## config.mk

```make
export PLATFORM = sky130hd
export DESIGN_NAME = stx_etx_frame_receiver_core
export DESIGN_NICKNAME = d
export VERILOG_FILES = /design/src/rtl/core/sefr_pkg.sv /design/src/rtl/core/sefr_decode.sv /design/src/rtl/core/stx_etx_frame_receiver_core.sv
export SDC_FILE = /design/constraint.sdc
export NUM_CORES = 1
export LEC_CHECK = 0
export BUFFER_PORTS_ARGS = -buffer_cell sky130_fd_sc_hd__buf_2
export CORE_MARGIN = 5
export CORE_UTILIZATION = 25
export CTS_CLUSTER_DIAMETER = 150
export DETAILED_ROUTE_END_ITERATION = 7
export GPL_ROUTABILITY_DRIVEN = 0
export GPL_TIMING_DRIVEN = 0
export PLACE_DENSITY = 0.39
export SLEW_MARGIN = 20
export SYNTH_ARGS = -nofsm -noshare
export SYNTH_HDL_FRONTEND = slang
export SYNTH_HIERARCHICAL = 1
export SYNTH_SLANG_ARGS = --single-unit
```

## constraint.sdc

```tcl
create_clock -name clk -period 3 [get_ports clk]
set_clock_uncertainty 0.1 [all_clocks]
set_input_delay 0.3 -clock clk [delete_from_list [all_inputs] [get_ports clk]]
set_output_delay 0.3 -clock clk [all_outputs]
set_load 0.02 [all_outputs]
```

## src/rtl/core/sefr_pkg.sv

```systemverilog
// Package for the STX/ETX frame receiver: character codes, result kinds
// and the receiver state record. No dependencies.
package sefr_pkg;

	localparam logic [7:0] CH_STX     = 8'd2;
	localparam logic [7:0] CH_ETX     = 8'd3;
	localparam logic [7:0] CH_ESC     = 8'd27;
	localparam logic [7:0] ESC_OFFSET = 8'h80;
	localparam logic [7:0] MAX_LENGTH_RESET = 8'd100;

	typedef enum logic [2:0] {
		KIND_DATA     = 3'd0,
		KIND_GOOD     = 3'd1,
		KIND_MISMATCH = 3'd2,
		KIND_OVERFLOW = 3'd3,
		KIND_RESTART  = 3'd4
	} kind_t;

	typedef struct packed {
		logic       hunting;
		logic       escape_pending;
		logic [7:0] write_index;
		logic [7:0] expected_length;
	} rx_state_t;

	typedef struct packed {
		kind_t      kind;
		logic [7:0] data_byte;
		logic [7:0] byte_index;
	} result_t;

endpackage

```

## src/rtl/core/sefr_decode.sv

```systemverilog
// Per-byte decision logic of the frame receiver: next state and result.
// Depends on sefr_pkg.
module sefr_decode import sefr_pkg::*; (
	input  rx_state_t  state,
	input  logic [7:0] rx_byte,
	input  logic       rx_error,
	input  logic [7:0] max_length,
	output rx_state_t  state_next,
	output logic       res_valid,
	output result_t    res
);

	logic [7:0] unescaped;
	logic [7:0] len_base;
	logic [8:0] count;

	always_comb begin
		unescaped = state.escape_pending ? (rx_byte - ESC_OFFSET) : rx_byte;
		len_base = (state.write_index == 8'd0) ? unescaped : state.expected_length;
		count = {1'b0, state.write_index} + 9'd1;

		state_next = state;
		res_valid = 1'b0;
		res.kind = KIND_DATA;
		res.data_byte = 8'd0;
		res.byte_index = state.write_index;

		if (rx_error) begin
			state_next.hunting = 1'b1;
			state_next.escape_pending = 1'b0;
			state_next.write_index = 8'd0;
		end else if (state.hunting) begin
			if (rx_byte == CH_STX) begin
				state_next.hunting = 1'b0;
				state_next.escape_pending = 1'b0;
				state_next.write_index = 8'd0;
			end
		end else if (rx_byte == CH_STX) begin
			res_valid = 1'b1;
			res.kind = KIND_RESTART;
			state_next.write_index = 8'd0;
			state_next.escape_pending = 1'b0;
		end else if (rx_byte == CH_ESC) begin
			state_next.escape_pending = 1'b1;
		end else if (rx_byte == CH_ETX) begin
			res_valid = 1'b1;
			res.kind = (state.write_index != 8'd0 && state.expected_length == state.write_index)
				? KIND_GOOD : KIND_MISMATCH;
			state_next.hunting = 1'b1;
			state_next.escape_pending = 1'b0;
			state_next.write_index = 8'd0;
		end else begin
			// The length byte is taken from byte 0 and lowered once per escape.
			state_next.expected_length = state.escape_pending ? (len_base - 8'd1) : len_base;
			state_next.escape_pending = 1'b0;
			res_valid = 1'b1;
			if (count >= {1'b0, max_length}) begin
				res.kind = KIND_OVERFLOW;
				state_next.hunting = 1'b1;
				state_next.write_index = 8'd0;
			end else begin
				res.kind = KIND_DATA;
				res.data_byte = unescaped;
				state_next.write_index = count[7:0];
			end
		end
	end

endmodule

```

## src/rtl/core/stx_etx_frame_receiver_core.sv

```systemverilog
// Top level of the STX/ETX byte-stuffing frame receiver.
// Depends on sefr_pkg and sefr_decode.
// Path: a taken byte is held in the byte register, decoded, and its result is registered for the master side.
// Throughput: one byte per cycle; the byte register and the result register
// each advance whenever the result register is empty or being drained.
// Reset: asynchronous on arst_n; the receiver hunts for STX and max_length is 100.
module stx_etx_frame_receiver_core import sefr_pkg::*; (
	input  logic        clk,
	input  logic        arst_n,
	input  logic        cfg_we,
	input  logic [7:0]  cfg_wdata,
	input  logic        s_tvalid,
	output logic        s_tready,
	input  logic [7:0]  s_tdata,   // [7:0] rx_byte
	input  logic        s_tuser,   // [0] rx_error
	output logic        m_tvalid,
	input  logic        m_tready,
	output logic [15:0] m_tdata,   // [7:0] data_byte, [15:8] byte_index
	output logic [2:0]  m_tuser    // [2:0] kind
);

	logic       valid_s1;
	logic [7:0] rx_byte_s1;
	logic       rx_error_s1;
	logic [7:0] max_length_q;
	rx_state_t  state_q;
	rx_state_t  state_next;
	logic       res_valid;
	result_t    res;
	result_t    res_q;
	logic       out_valid_q;
	logic       out_free;
	logic       advance;
	logic       res_load;

	assign out_free = !out_valid_q || m_tready;
	assign advance  = valid_s1 && out_free;
	assign res_load = advance && res_valid;
	assign s_tready = !valid_s1 || out_free;

	sefr_decode u_decode (
		.state      (state_q),
		.rx_byte    (rx_byte_s1),
		.rx_error   (rx_error_s1),
		.max_length (max_length_q),
		.state_next (state_next),
		.res_valid  (res_valid),
		.res        (res)
	);

	always_ff @(posedge clk or negedge arst_n) begin
		if (!arst_n) begin
			max_length_q <= MAX_LENGTH_RESET;
		end else if (cfg_we) begin
			max_length_q <= cfg_wdata;
		end
	end

	always_ff @(posedge clk or negedge arst_n) begin
		if (!arst_n) begin
			valid_s1 <= 1'b0;
		end else if (s_tready) begin
			valid_s1 <= s_tvalid;
		end
	end

	always_ff @(posedge clk) begin
		if (s_tready && s_tvalid) begin
			rx_byte_s1  <= s_tdata;
			rx_error_s1 <= s_tuser;
		end
	end

	always_ff @(posedge clk or negedge arst_n) begin
		if (!arst_n) begin
			state_q.hunting         <= 1'b1;
			state_q.escape_pending  <= 1'b0;
			state_q.write_index     <= 8'd0;
			state_q.expected_length <= 8'd0;
		end else if (advance) begin
			state_q <= state_next;
		end
	end

	always_ff @(posedge clk or negedge arst_n) begin
		if (!arst_n) begin
			out_valid_q <= 1'b0;
		end else if (out_free) begin
			out_valid_q <= res_load;
		end
	end

	always_ff @(posedge clk) begin
		if (res_load) begin
			res_q <= res;
		end
	end

	assign m_tvalid = out_valid_q;
	assign m_tdata  = {res_q.byte_index, res_q.data_byte};
	assign m_tuser  = res_q.kind;

`ifndef SYNTHESIS
	a_hunt_clean: assert property (@(posedge clk) disable iff (!arst_n)
		state_q.hunting |-> (state_q.write_index == 8'd0 && !state_q.escape_pending))
		else $error("hunting with a stale index or escape flag");

	a_end_hunts: assert property (@(posedge clk) disable iff (!arst_n)
		(res_load && (res.kind == KIND_GOOD || res.kind == KIND_MISMATCH ||
			res.kind == KIND_OVERFLOW)) |=> state_q.hunting)
		else $error("frame end did not return to hunting");

	a_data_counts: assert property (@(posedge clk) disable iff (!arst_n)
		(res_load && res.kind == KIND_DATA) |=>
			(state_q.write_index == $past(res.byte_index) + 8'd1))
		else $error("data byte did not advance the index");

	a_no_lost_result: assert property (@(posedge clk) disable iff (!arst_n)
		(out_valid_q && !m_tready) |-> !advance)
		else $error("item decided while the result register is blocked");
`endif

endmodule

```

=== Word-level counts from Yosys, hierarchy flattened ===
Cells that the tools add are included.

* $add $sub $neg: 3
* Muxes and demuxes: 26
* Reduce and logical (&&, ||, !) cells: 16
* Bitwise gates (word level): 5
* Equal/unequal tests: 6
* Order comparisons: 1

{| class="wikitable"
|+ Operators by type and width
! operator !! count
|-
| 2-to-1 mux 8 bit || 7
|-
| 2-to-1 mux 10 bit || 4
|-
| == test 8 x 2 -> 1 bit, second input constant || 2
|-
| 2-to-1 mux 16 bit || 1
|-
| 2-to-1 mux 11 bit || 1
|-
| adder 8 x 1 -> 9 bit, second input constant || 1
|-
| greater-or-equal comparator 9 x 8 -> 1 bit || 1
|-
| 2-to-1 mux 9 bit || 1
|-
| == test 8 x 5 -> 1 bit, second input constant || 1
|-
| == test 8 bit || 1
|-
| logical NOT 8 bit || 1
|-
| 2-to-1 mux 1 bit || 8
|-
| nonzero test 8 bit || 1
|-
| subtractor 8 x 1 -> 8 bit, second input constant || 1
|-
| subtractor 8 bit, second input constant || 1
|-
| 2-to-1 mux 3 bit || 2
|-
| != test 3 x 2 -> 1 bit, second input constant || 2
|-
| AND reduction 6 bit || 1
|-
| OR reduction 6 bit || 1
|-
| inverter 1 bit || 5
|-
| logical AND 1 bit || 4
|-
| 2-to-1 mux 2 bit || 2
|-
| OR reduction 4 bit || 1
|-
| AND reduction 3 bit || 1
|-
| 4 further kinds || 6
|}

* Bits of input ports: 22
* Word-level logic and storage cells: 70
* Flip-flop bits (word level): 56
* Output and inout bits: 21

=== Depth between registers and ports, before layout ===
Gate-level depths: netlist of the first run.

* Depth in word-level cells: 10
* Gate-level depth with buffers: 13

=== Cells and area by module ===
The synthesis of the first run kept the hierarchy.

{| class="wikitable"
|+ Modules (own cells, without submodules)
! module !! times used !! area an instance (µm²) !! cells an instance
|-
| stx_etx_frame_receiver_core || 1 || 1963.1 || 93
|-
| sefr_decode || 1 || 1366.3 || 213
|}

=== Worst setup path after synthesis of the first run ===
Ideal clock, no wire load.

* Kind: reg2reg
* From: reg state_q[10] (netlist name)
* To: reg state_q[11] (netlist name)
* Cell stages (with the launch flop): 14
* Path slack: -98 ps
* Data required time: 2836 ps
* Data arrival time: 2934 ps
* Library setup time: 64 ps
* Path through: dfrtp_1 > clkbuf_1 > nand3_1 > nor2_1 > nor2b_1 > or2_2 > ha_1 > a211oi_1 > nor2_1 > a311oi_1 > clkbuf_1 > nand4_1 > a31oi_1 > mux2_4

{| class="wikitable"
|+ RTL lines
! what !! RTL line !! RTL
|-
| start, declared || stx_etx_frame_receiver_core.sv:26 || <nowiki>rx_state_t state_q;</nowiki>
|-
| start signal, assigned || stx_etx_frame_receiver_core.sv:81 || <nowiki>state_q <= state_next;</nowiki>
|}

=== Final worst setup path of the first run ===
* From: reg state_q[14] (netlist name)
* To: reg state_q[6] (netlist name)

* Word-level cells in the longest chain between the ends: 4

{| class="wikitable"
|+ Ends and longest elaborated chain
! what !! RTL line !! RTL
|-
| logical NOT 8 bit * || sefr_decode.sv:19 || <nowiki>len_base = (state.write_index == 8'd0) ? unescaped : state.expected_length;</nowiki>
|-
| 2-to-1 mux 8 bit * || sefr_decode.sv:19 ||
|-
| subtractor 8 x 1 -> 8 bit || sefr_decode.sv:54 || <nowiki>state_next.expected_length = state.escape_pending ? (len_base - 8'd1) : len_base;</nowiki>
|-
| 2-to-1 mux 8 bit * || sefr_decode.sv:54 ||
|}

Every way passes the cells marked *; elsewhere a longest branch is shown, timed or not.
A chain may end at the register's enable or synchronous reset.

==> results.toml, run 1 <==
[clock_network]
numClockSinks = 56
clk_root_buffer_cell = "sky130_fd_sc_hd__clkbuf_16"
numCtsBuffers = 5
cts_tree = "built"
clk_latency_ns = 0.30
clock_tree.htree_level_count = 2
cts.clk_slew.worst_paths_ns = 0.07
max-clock-path-buffers = 2

[die]
floorplan.die_area_mm2 = 0.0157
die_height_um = 125
core-area_mm2 = 0.0131
chipWidth_um = 125
row_count = 42
start_util = 0.253
ios = 43

[timing]
hold_slack_ns = 0.0737
setup_violation_total_in_the_final_timing_report = 0
timing.final.crit_share = 0.992
setup-tns-final_ns = 0
worst_slack_ns = 0.0253
tightest_slew_ns = 0.701
finalHoldViolations = 0
finalMaxSlewViolations = 0
min_tclk_post_route_ns = 2.97
timing.slew.headroom = 0.532
rsz0062_at_grt = "true"
timing.fmax_ghz = 0.336

[detailed_routing]
detail_route.iter0.violations = 104
routed-via-count = 2506
ant_nets = 0
detailedRoute.firstPassIterationCount = 4
routed_wl_um = 8540
drc = 0
vias_per_cell = 4.58
routed_wirelength_normalized_by_instance_count_um = 15.6

[synth]
synth_enable_flop_cells = 28
ys_warns = 6
netlist-cell-type-count = 56
yosys.area.top_type = "sky130_fd_sc_hd__edfxtp_1"
mappedNetlistArea_mm2 = 0.00333
syn-num-nets = 339
synthCells = 306
synthTopCellsByArea = "sky130_fd_sc_hd__edfxtp_1, sky130_fd_sc_hd__dfrtp_1, sky130_fd_sc_hd__mux2_2"
seq_cells_post_synth = 56
yosys.area.top_type_share = 0.253
asyncSetResetFlopFracSynth = 0.500
yosysSeqAreaShare = 0.464
dominantRegCellSynth = "sky130_fd_sc_hd__edfxtp_1"
avgSynthCellArea_um2 = 10.9

[final_layout]
n_fill_cell = 1387
diodes = 0
fin_util = 0.317
non_filler_cell_area_final_mm2 = 0.00417
finish.net_count = 403
syn2layout_area_growth_pct = 25.2
final_layout_size_suffix_gt1_frac = 0.396

[global_route]
use_met3 = 0.0171
grt_first_pass_wirelength_um = 14000
grt-busiest-layer = "met2"
number_of_global_route_vias_before_repair = 2678
grt_overflow = 0
grt_max_degree = 29
initial_antenna_violation_count = 0
met1_usage = 0.152
met2_usage = 0.183
global_route.usage.total = 0.111

[critical_path]
worstPathRequired_ns = 3.08
critical-path-max-stage-delay_ns = 0.48
worst_ep_arrival_time_ns = 3.06
crit_path_max_fanout = 6
startpoint_type = "flip-flop"
critPathCaptureType = "flip-flop"
slowest_stage = "sky130_fd_sc_hd__or4bb_4"
critPathKind = "flip-flop to flip-flop"
worst_path_most_repeated_cell = "sky130_fd_sc_hd__buf_6"
crit_path_cell_trace = "buf_6 -> nor4_4 -> and3_1 -> buf_6 -> mux2i_2 -> ha_2 -> or4bb_4 -> nor3_2 -> nand3_1 -> o21ai_1 -> a21oi_1 -> mux2_4"

[power_and_ir_drop]
cellPowerDensity_mw_per_mm2 = 454
worst_ir_drop_vdd_mv = 0.258
power_leakage_nw = 1.78

[place]
dp_worst_setup_slack_ns = -0.488
instance_area_after_placement_mm2 = 0.00377
place.port_buffers = 41
detailed_place_hpwl_um = 6060

[flow_run]
max_cap_violations = 0

[worst_hold_path]
hold_path.class = "input port to flip-flop"

[status]
status = "completed"
[through the flow]
step	cells	power (mW)
after global placement	523	1.28
final	547	1.89
after detailed placement	523	1.28
after global routing	547	2.00
after CTS	544	1.92
after floorplan	306	1.19
[state kept, by name (all words and copies together), names as in the netlist]
register	flops
state_q	18
m_tuser	3
max_length_q	8
rx_error_s1	1
m_tdata	16
m_tvalid	1
rx_byte_s1	8
valid_s1	1
[routing by layer]
layer,up-vias,wire length (um)
met5,-,0
met4,0,54
met3,2,203
met2,39,4100
met1,1233,4180
li1,1232,-
[Yosys cell counts, types with 5 or more instances]
cell type and number:
sky130_fd_sc_hd__a31oi_1 5, sky130_fd_sc_hd__ha_1 11, sky130_fd_sc_hd__nand4_1 7, sky130_fd_sc_hd__nand3_1 11, sky130_fd_sc_hd__inv_1 18, sky130_fd_sc_hd__mux2_2 17, sky130_fd_sc_hd__edfxtp_1 28, sky130_fd_sc_hd__o21ai_0 5
sky130_fd_sc_hd__xor2_1 13, sky130_fd_sc_hd__nor2_1 16, sky130_fd_sc_hd__dfrtp_1 24, sky130_fd_sc_hd__clkbuf_1 7, sky130_fd_sc_hd__a21oi_1 12, sky130_fd_sc_hd__buf_4 8, sky130_fd_sc_hd__nor4_1 5, sky130_fd_sc_hd__mux2_4 10
sky130_fd_sc_hd__nand2_1 20, sky130_fd_sc_hd__nor3_1 9, sky130_fd_sc_hd__and3_1 9, sky130_fd_sc_hd__buf_2 5
[layout by cell type (no fill, tap or decap), drive strengths merged, types with 2 or more instances in the layout]
| master | synthesis | layout |
|---|---|---|
| a211oi | 4 | 4 |
| a21oi | 12 | 12 |
| a31oi | 5 | 5 |
| and2 | 4 | 4 |
| and3 | 9 | 9 |
| buf | 15 | 74 |
| clkbuf | 7 | 10 |
| dfrtp | 24 | 24 |
| dfstp | 4 | 4 |
| edfxtp | 28 | 28 |
| ha | 11 | 11 |
| inv | 18 | 19 |
| mux2 | 27 | 27 |
| mux2i | 4 | 4 |
| nand2 | 21 | 21 |
| nand2b | 5 | 5 |
| nand3 | 11 | 11 |
| nand4 | 7 | 7 |
| nor2 | 16 | 16 |
| nor2b | 2 | 2 |
| nor3 | 9 | 9 |
| nor3b | 2 | 2 |
| nor4 | 5 | 5 |
| nor4b | 2 | 2 |
| o211ai | 3 | 3 |
| o21ai | 5 | 5 |
| o22ai | 2 | 2 |
| o31a | 2 | 2 |
| or2 | 4 | 4 |
| or3 | 4 | 4 |
| xnor2 | 4 | 4 |
| xor2 | 13 | 13 |
[what timing repair did]
action / in CTS / in global routing
hold endpoints to repair: 24 / 0
pin swaps: 5 / 5
hold buffers: 1 / 0
resized for setup: 19 / 19
setup endpoints to repair: 22 / 22
setup buffers: 12 / 3
[report_power, final]
| group | switching, mW | internal, mW |
|---|---|---|
| clock network | 0.287 | 0.314 |
| logic | 0.124 | 0.171 |
| registers | 0.117 | 0.878 |
[worst max-delay path, delay by kind of cell (launching register included)]
family | cells | cell delay [ns]
AO/OA/AOI/OAI | 2 | 0.18
adder cells (fa/ha/maj) | 1 | 0.21
buffers and inverters | 2 | 0.28
flip-flops | 1 | 0.41
multiplexers | 2 | 0.51
AND/OR/NAND/NOR | 5 | 1.18
[final cells by class]
cell class | count | area, um2 | area share
clock inverter | 2 | 16.3 | 0.00390
inverter | 18 | 67.6 | 0.0162
sequential | 56 | 1550 | 0.372
tap | 176 | 220 | 0.0528
multi-input combinational | 210 | 1690 | 0.404
timing repair buffer | 57 | 328 | 0.0787
clock buffer | 6 | 129 | 0.0309
buffer | 22 | 171 | 0.0411
[final timing paths]
check / slack, ns / end / cells after the start / from
max in group asynchronous: 1.82 / state_q[8]$_DFFE_PN0P_ / 2 / arst_n
max: 0.03 / state_q[6]$_DFFE_PN0P_ / 12 / state_q[14]$_DFFE_PN0P_
min in group asynchronous: 0.48 / max_length_q[4]$_DFFE_PN0P_ / 2 / arst_n
min: 0.07 / rx_byte_s1[1]$_DFFE_PP_ / 1 / s_tdata[1]
max reg2reg: 0.03 / state_q[6]$_DFFE_PN0P_ / 12 / state_q[14]$_DFFE_PN0P_
min reg2reg: 0.41 / max_length_q[4]$_DFFE_PN0P_ / 1 / max_length_q[4]$_DFFE_PN0P_
[kinds of logic after synthesis]
logic type	count (synthesis)	share of synthesized area
and+or+nand+nor	107	0.180
DFF	56	0.464
AOI/OAI and AO/OA	44	0.0913
buffers and inverters	40	0.0631
muxes	31	0.115
xor gates and xnor gates	17	0.0447
adders and majority gates	11	0.0413
(Power assumes the default switching activity.)
==> run 2: changes to the inputs <==
--- a/config.mk
+++ b/config.mk
@@ -8,12 +8,12 @@
 export BUFFER_PORTS_ARGS = -buffer_cell sky130_fd_sc_hd__buf_2
 export CORE_MARGIN = 5
 export CORE_UTILIZATION = 25
+export CTS_BUF_LIST = sky130_fd_sc_hd__clkbuf_8
 export CTS_CLUSTER_DIAMETER = 150
 export DETAILED_ROUTE_END_ITERATION = 7
 export GPL_ROUTABILITY_DRIVEN = 0
 export GPL_TIMING_DRIVEN = 0
 export PLACE_DENSITY = 0.39
-export SLEW_MARGIN = 20
 export SYNTH_ARGS = -nofsm -noshare
 export SYNTH_HDL_FRONTEND = slang
 export SYNTH_HIERARCHICAL = 1
==> run 2 against run 1 <==
Net effect:
- global-route usage grew 0.19 points
- setup slack improved by 0.076 ns
- hold slack worse by 0.029 ns
- register-to-register slack improved by 0.08 ns
- sequential power barely moved
==> results.toml, run 2 (synthesis gave the netlist of run 1 again) <==
[timing]
hold_slack_ns = 0.0442
finalMaxSlewViolations = 0
setup-tns-final_ns = 0
min_tclk_post_route_ns = 2.90
timing.final.crit_share = 0.966
tightest_slew_ns = 0.700
timing.slew.headroom = 0.533
timing.fmax_ghz = 0.345
rsz0062_at_grt = "true"
worst_slack_ns = 0.102
setup_violation_total_in_the_final_timing_report = 0
finalHoldViolations = 0

[detailed_routing]
routed_wl_um = 8560
routed-via-count = 2535
vias_per_cell = 4.62
drc = 0
routed_wirelength_normalized_by_instance_count_um = 15.6
detailedRoute.firstPassIterationCount = 4
detail_route.iter0.violations = 105
ant_nets = 0

[worst_hold_path]
hold_path.class = "input port to flip-flop"
hold_path_depth = 1
hold_start = "s_tdata[2]"
whs_endpoint = "rx_byte_s1[2]$_DFFE_PP_"

[critical_path]
path_buf_inv = 2
crit_path_max_fanout = 5
slowest_stage = "sky130_fd_sc_hd__or4bb_4"
critical-path-max-stage-delay_ns = 0.48
reg2reg_to = "state_q[6]$_DFFE_PN0P_"
reg2reg_setup_slack_ns = 0.10
worstPathRequired_ns = 3.12
worst_r2r_path_depth = 12
critPathKind = "flip-flop to flip-flop"
critical_path.top_delay_family = "simple AND/OR/NAND/NOR gates"
worst_ep_arrival_time_ns = 3.01
critPathCaptureType = "flip-flop"
crit_path_cell_trace = "buf_6 -> inv_1 -> ha_2 -> and3_4 -> mux2i_4 -> ha_2 -> or4bb_4 -> nor3_4 -> nand3_1 -> o21ai_1 -> a21oi_1 -> mux2_4"
worst_path_most_repeated_cell = "sky130_fd_sc_hd__ha_2"
r2r-start = "state_q[9]$_DFFE_PN0P_"
startpoint_type = "flip-flop"

[power_and_ir_drop]
power.sequential.fraction = 0.577
cellPowerDensity_mw_per_mm2 = 418
power_leakage_nw = 1.76
worst_ir_drop_vdd_mv = 0.177
comb_power_share = 0.170
power_frac_clock = 0.253
switching_share = 0.300
intPower_mw = 1.22
power.net_switching_mw = 0.521

[final_layout]
mostFrequentLayoutCell = "sky130_fd_sc_hd__buf_2"
finish.net_count = 405
largest_register_ffs = 18
syn2layout_area_growth_pct = 24.9
final_cell_mix = "sky130_fd_sc_hd__buf_2, sky130_fd_sc_hd__edfxtp_1, sky130_fd_sc_hd__buf_4"
max_flop_register = "state_q"
non_filler_cell_area_final_mm2 = 0.00416
diodes = 0
final_layout_size_suffix_gt1_frac = 0.402
fin_util = 0.316

[global_route]
met2_usage = 0.182
grt_first_pass_wirelength_um = 14200
grt_overflow = 0
number_of_global_route_vias_before_repair = 2686
grt_max_degree = 29
initial_antenna_violation_count = 0
use_met3 = 0.0154
global_route.usage.total = 0.113
met1_usage = 0.155
grt-busiest-layer = "met2"

[clock_network]
clk_root_buffer_cell = "sky130_fd_sc_hd__clkbuf_8"
numClockSinks = 56
cts.clk_slew.worst_paths_ns = 0.11
clock_tree.htree_level_count = 2
max-clock-path-buffers = 2
cts_tree = "built"
clk_latency_ns = 0.32
numCtsBuffers = 5

[status]
status = "completed"

[place]
detailed_place_hpwl_um = 6100
place.port_buffers = 41
dp_worst_setup_slack_ns = -0.476
instance_area_after_placement_mm2 = 0.00378

[die]
row_count = 42
ios = 43
floorplan.die_area_mm2 = 0.0157
core-area_mm2 = 0.0131
die_height_um = 125
chipWidth_um = 125
start_util = 0.253

[flow_run]
max_cap_violations = 0
## run 2: per-stage QoR
| stage | cells | total power, mW |
|---|---|---|
| floorplan | 306 | 1.19 |
| global placement | 523 | 1.28 |
| detailed placement | 524 | 1.28 |
| CTS | 547 | 1.76 |
| global route | 549 | 1.85 |
| finish | 549 | 1.74 |
## run 2: repair_timing
action / in CTS / in global routing
pin swaps: 6 / 7
endpoints found under the hold margin: 24 / 0
endpoints found under the setup margin: 22 / 35
hold buffers: 1 / 0
resized for setup: 23 / 23
setup buffers: 14 / 5
## run 2: worst max path at each step
stage                            start                      end  depth (start not counted)
6_report        state_q[9]$_DFFE_PN0P_   state_q[6]$_DFFE_PN0P_                         12
5_1_grt        state_q[11]$_DFFE_PN0P_   state_q[6]$_DFFE_PN0P_                         10
4_1_cts        state_q[14]$_DFFE_PN0P_   state_q[6]$_DFFE_PN0P_                         12
3_5_place_dp   state_q[10]$_DFFE_PN0P_  state_q[10]$_DFFE_PN0P_                         13
3_3_place_gp   state_q[10]$_DFFE_PN0P_  state_q[10]$_DFFE_PN0P_                         11
2_1_floorplan  state_q[10]$_DFFE_PN0P_   state_q[6]$_DFFE_PN0P_                         12
## run 2: layer usage
layer,share of wire,vias up
li1,-,1244
met1,0.49,1240
met2,0.46,43
met3,0.028,8
met4,0.020,0
met5,0,-
## run 2: area by class of cell
cell class                 instances  area, um2
inverter                          18       67.6
clock buffer                       5       68.8
buffer                            19        139
timing repair buffer              62        378
fill                            1380       8980
sequential                        56       1550
tap                              176        220
multi-input combinational        210       1710
clock inverter                     3       20.0
## run 2: power by group through the flow
stage               logic [mW]  clock network (mW)  registers (mW)
global route             0.337               0.494            1.02
floorplan                0.223                   0           0.967
detailed placement       0.278                   0            1.01
global placement         0.274                   0            1.00
CTS                      0.294               0.470           0.996
finish                   0.295               0.439            1.00
==> run 3: changes to the inputs <==
--- a/config.mk
+++ b/config.mk
@@ -13,7 +13,7 @@
 export DETAILED_ROUTE_END_ITERATION = 7
 export GPL_ROUTABILITY_DRIVEN = 0
 export GPL_TIMING_DRIVEN = 0
-export PLACE_DENSITY = 0.39
+export PLACE_DENSITY = 0.52
 export SYNTH_ARGS = -nofsm -noshare
 export SYNTH_HDL_FRONTEND = slang
 export SYNTH_HIERARCHICAL = 1
==> run 3 against run 2 <==
Net effect:
- via count rose by 0.79%
- sequential share of layout area shrank 0.62 points
- setup slack worse by 0.039 ns
- first-iteration DRC count up 24%
- register-to-register slack lost 0.04 ns
- critical path depth shrank 1
- global-route usage is 0.97 points lower
- clock power up 32%
==> results.toml, run 3 (synthesis gave the netlist of run 1 again) <==
[status]
status = "completed"

[final_layout]
final_layout_size_suffix_gt1_frac = 0.412
finish.net_count = 408
multiInputGateArea_mm2 = 0.00171
mostFrequentLayoutCell = "sky130_fd_sc_hd__buf_2"
diodes = 0
syn2layout_area_growth_pct = 26.9
largest_register_ffs = 18
max_flop_register = "state_q"
n_fill_cell = 1387
area.sequential_mm2 = 0.00155
fin_util = 0.322
final_cell_mix = "sky130_fd_sc_hd__buf_2, sky130_fd_sc_hd__buf_4, sky130_fd_sc_hd__edfxtp_1"
non_filler_cell_area_final_mm2 = 0.00422

[critical_path]
crit_path_max_fanout = 3
critPathCapture = "state_q[6]$_DFFE_PN0P_"
worstPathRequired_ns = 3.11
critical-path-max-stage-delay_ns = 0.48
critPathKind = "flip-flop to flip-flop"
startpoint_type = "flip-flop"
r2r-start = "state_q[14]$_DFFE_PN0P_"
setup.worst_path.start = "state_q[14]$_DFFE_PN0P_"
reg2reg_to = "state_q[6]$_DFFE_PN0P_"
worst_r2r_path_depth = 11
worst_ep_arrival_time_ns = 3.05
slowest_stage = "sky130_fd_sc_hd__or4bb_4"
crit_path_cell_trace = "buf_6 -> nor4_4 -> and3_4 -> mux2i_2 -> ha_2 -> or4bb_4 -> nor3_4 -> nand3_1 -> o21ai_1 -> a21oi_1 -> mux2_4"
critPathCaptureType = "flip-flop"
reg2reg_setup_slack_ns = 0.06

[place]
instance_area_after_placement_mm2 = 0.00378
place.port_buffers = 41
dp_worst_setup_slack_ns = -0.502
detailed_place_hpwl_um = 5780

[timing]
timing.slew.headroom = 0.544
rsz0062_at_grt = "true"
setup-tns-final_ns = 0
timing.final.crit_share = 0.979
tightest_slew_ns = 0.675
finalHoldViolations = 0
setup_violation_total_in_the_final_timing_report = 0
finalMaxSlewViolations = 0
worst_slack_ns = 0.0628
timing.fmax_ghz = 0.340
min_tclk_post_route_ns = 2.94

[die]
floorplan.die_area_mm2 = 0.0157
chipWidth_um = 125
start_util = 0.253
die_height_um = 125
ios = 43
core-area_mm2 = 0.0131
row_count = 42

[global_route]
initial_antenna_violation_count = 0
grt_first_pass_wirelength_um = 13300
number_of_global_route_vias_before_repair = 2577
grt_max_degree = 29
global_route.usage.total = 0.103
grt_overflow = 0

[detailed_routing]
detail_route.iter0.violations = 130
routed-via-count = 2555
routed_wl_um = 8010
detailedRoute.firstPassIterationCount = 4
routed_wirelength_normalized_by_instance_count_um = 14.5
vias_per_cell = 4.63
drc = 0
ant_nets = 0

[worst_hold_path]
hold_path.class = "input port to flip-flop"

[clock_network]
numClockSinks = 56
max-clock-path-buffers = 2
cts.clk_slew.worst_paths_ns = 0.10
numCtsBuffers = 5
clk_root_buffer_cell = "sky130_fd_sc_hd__clkbuf_8"
clk_latency_ns = 0.32
cts_tree = "built"
clock_tree.htree_level_count = 2

[power_and_ir_drop]
power_leakage_nw = 1.80
cellPowerDensity_mw_per_mm2 = 444
worst_ir_drop_vdd_mv = 0.204

[flow_run]
max_cap_violations = 0
-- run 3: cell types whose count changed in the layout (fill, tap and decap cells not counted), sizes merged --
| cell | change |
|---|---|
| buf | +3 |
| bufinv | +2 |
| clkinvlp | -1 |
| inv | -1 |
-- run 3: metal layers --
layer  share of wire  vias up  track usage
met5               0        -            0
met4           0.012        0       0.0313
met3           0.036        9       0.0183
met2            0.46       75        0.158
met1            0.49     1228        0.148
li1                -     1243            -
-- run 3: worst min-delay path by stage --
| stage | cells past startpoint | from | slack (ns) | to |
|---|---|---|---|---|
| after detailed placement | 1 | arst_n | 0.29 | max_length_q[4]$_DFFE_PN0P_ |
| after global routing | 1 | s_tuser | 0.03 | rx_error_s1$_DFFE_PP_ |
| after floorplan | 0 | arst_n | -0.1 | m_tvalid$_DFFE_PN0P_ |
| after CTS | 1 | s_tuser | 0.03 | rx_error_s1$_DFFE_PP_ |
| after global placement | 1 | arst_n | 0.28 | max_length_q[4]$_DFFE_PN0P_ |
| final | 1 | s_tuser | 0.05 | rx_error_s1$_DFFE_PP_ |
-- run 3: per-stage QoR --
step	total power [mW]	cells	hold WS (ns)
floorplan	1.19	306	-0.0956
global placement	1.27	523	0.283
detailed placement	1.28	524	0.287
CTS	1.89	542	0.0334
global route	1.99	552	0.0254
finish	1.88	552	0.0502
-- run 3: timing repair --
action,in CTS,in global routing
buffers inserted,9,11
gates resized for setup,22,24
endpoints found under the hold margin,24,0
hold buffers,1,0
pin swaps,2,7
endpoints found under the setup margin,22,20
-- run 3: report_power, final --
part / switching, mW / internal, mW / total, mW
clock: 0.250 / 0.330 / 0.580
sequential: 0.118 / 0.878 / 0.996
combinational: 0.125 / 0.174 / 0.300
-- run 3: critical path, delay by kind of cell, from the launching register on --
family,cells,cell delay (ns)
buf+inv,1,0.14
compound gates,2,0.19
simple gates,5,1.25
flops,1,0.42
mux,2,0.52
fa+ha+maj,1,0.22
-- run 3: final cells by class --
type,instances,share of cell area
tap,176,0.0521
inverter,18,0.0160
clock buffer,5,0.0163
sequential,56,0.367
clock inverter,3,0.0151
multi-input combinational,210,0.404
buffer,21,0.0388
timing repair buffer,63,0.0900
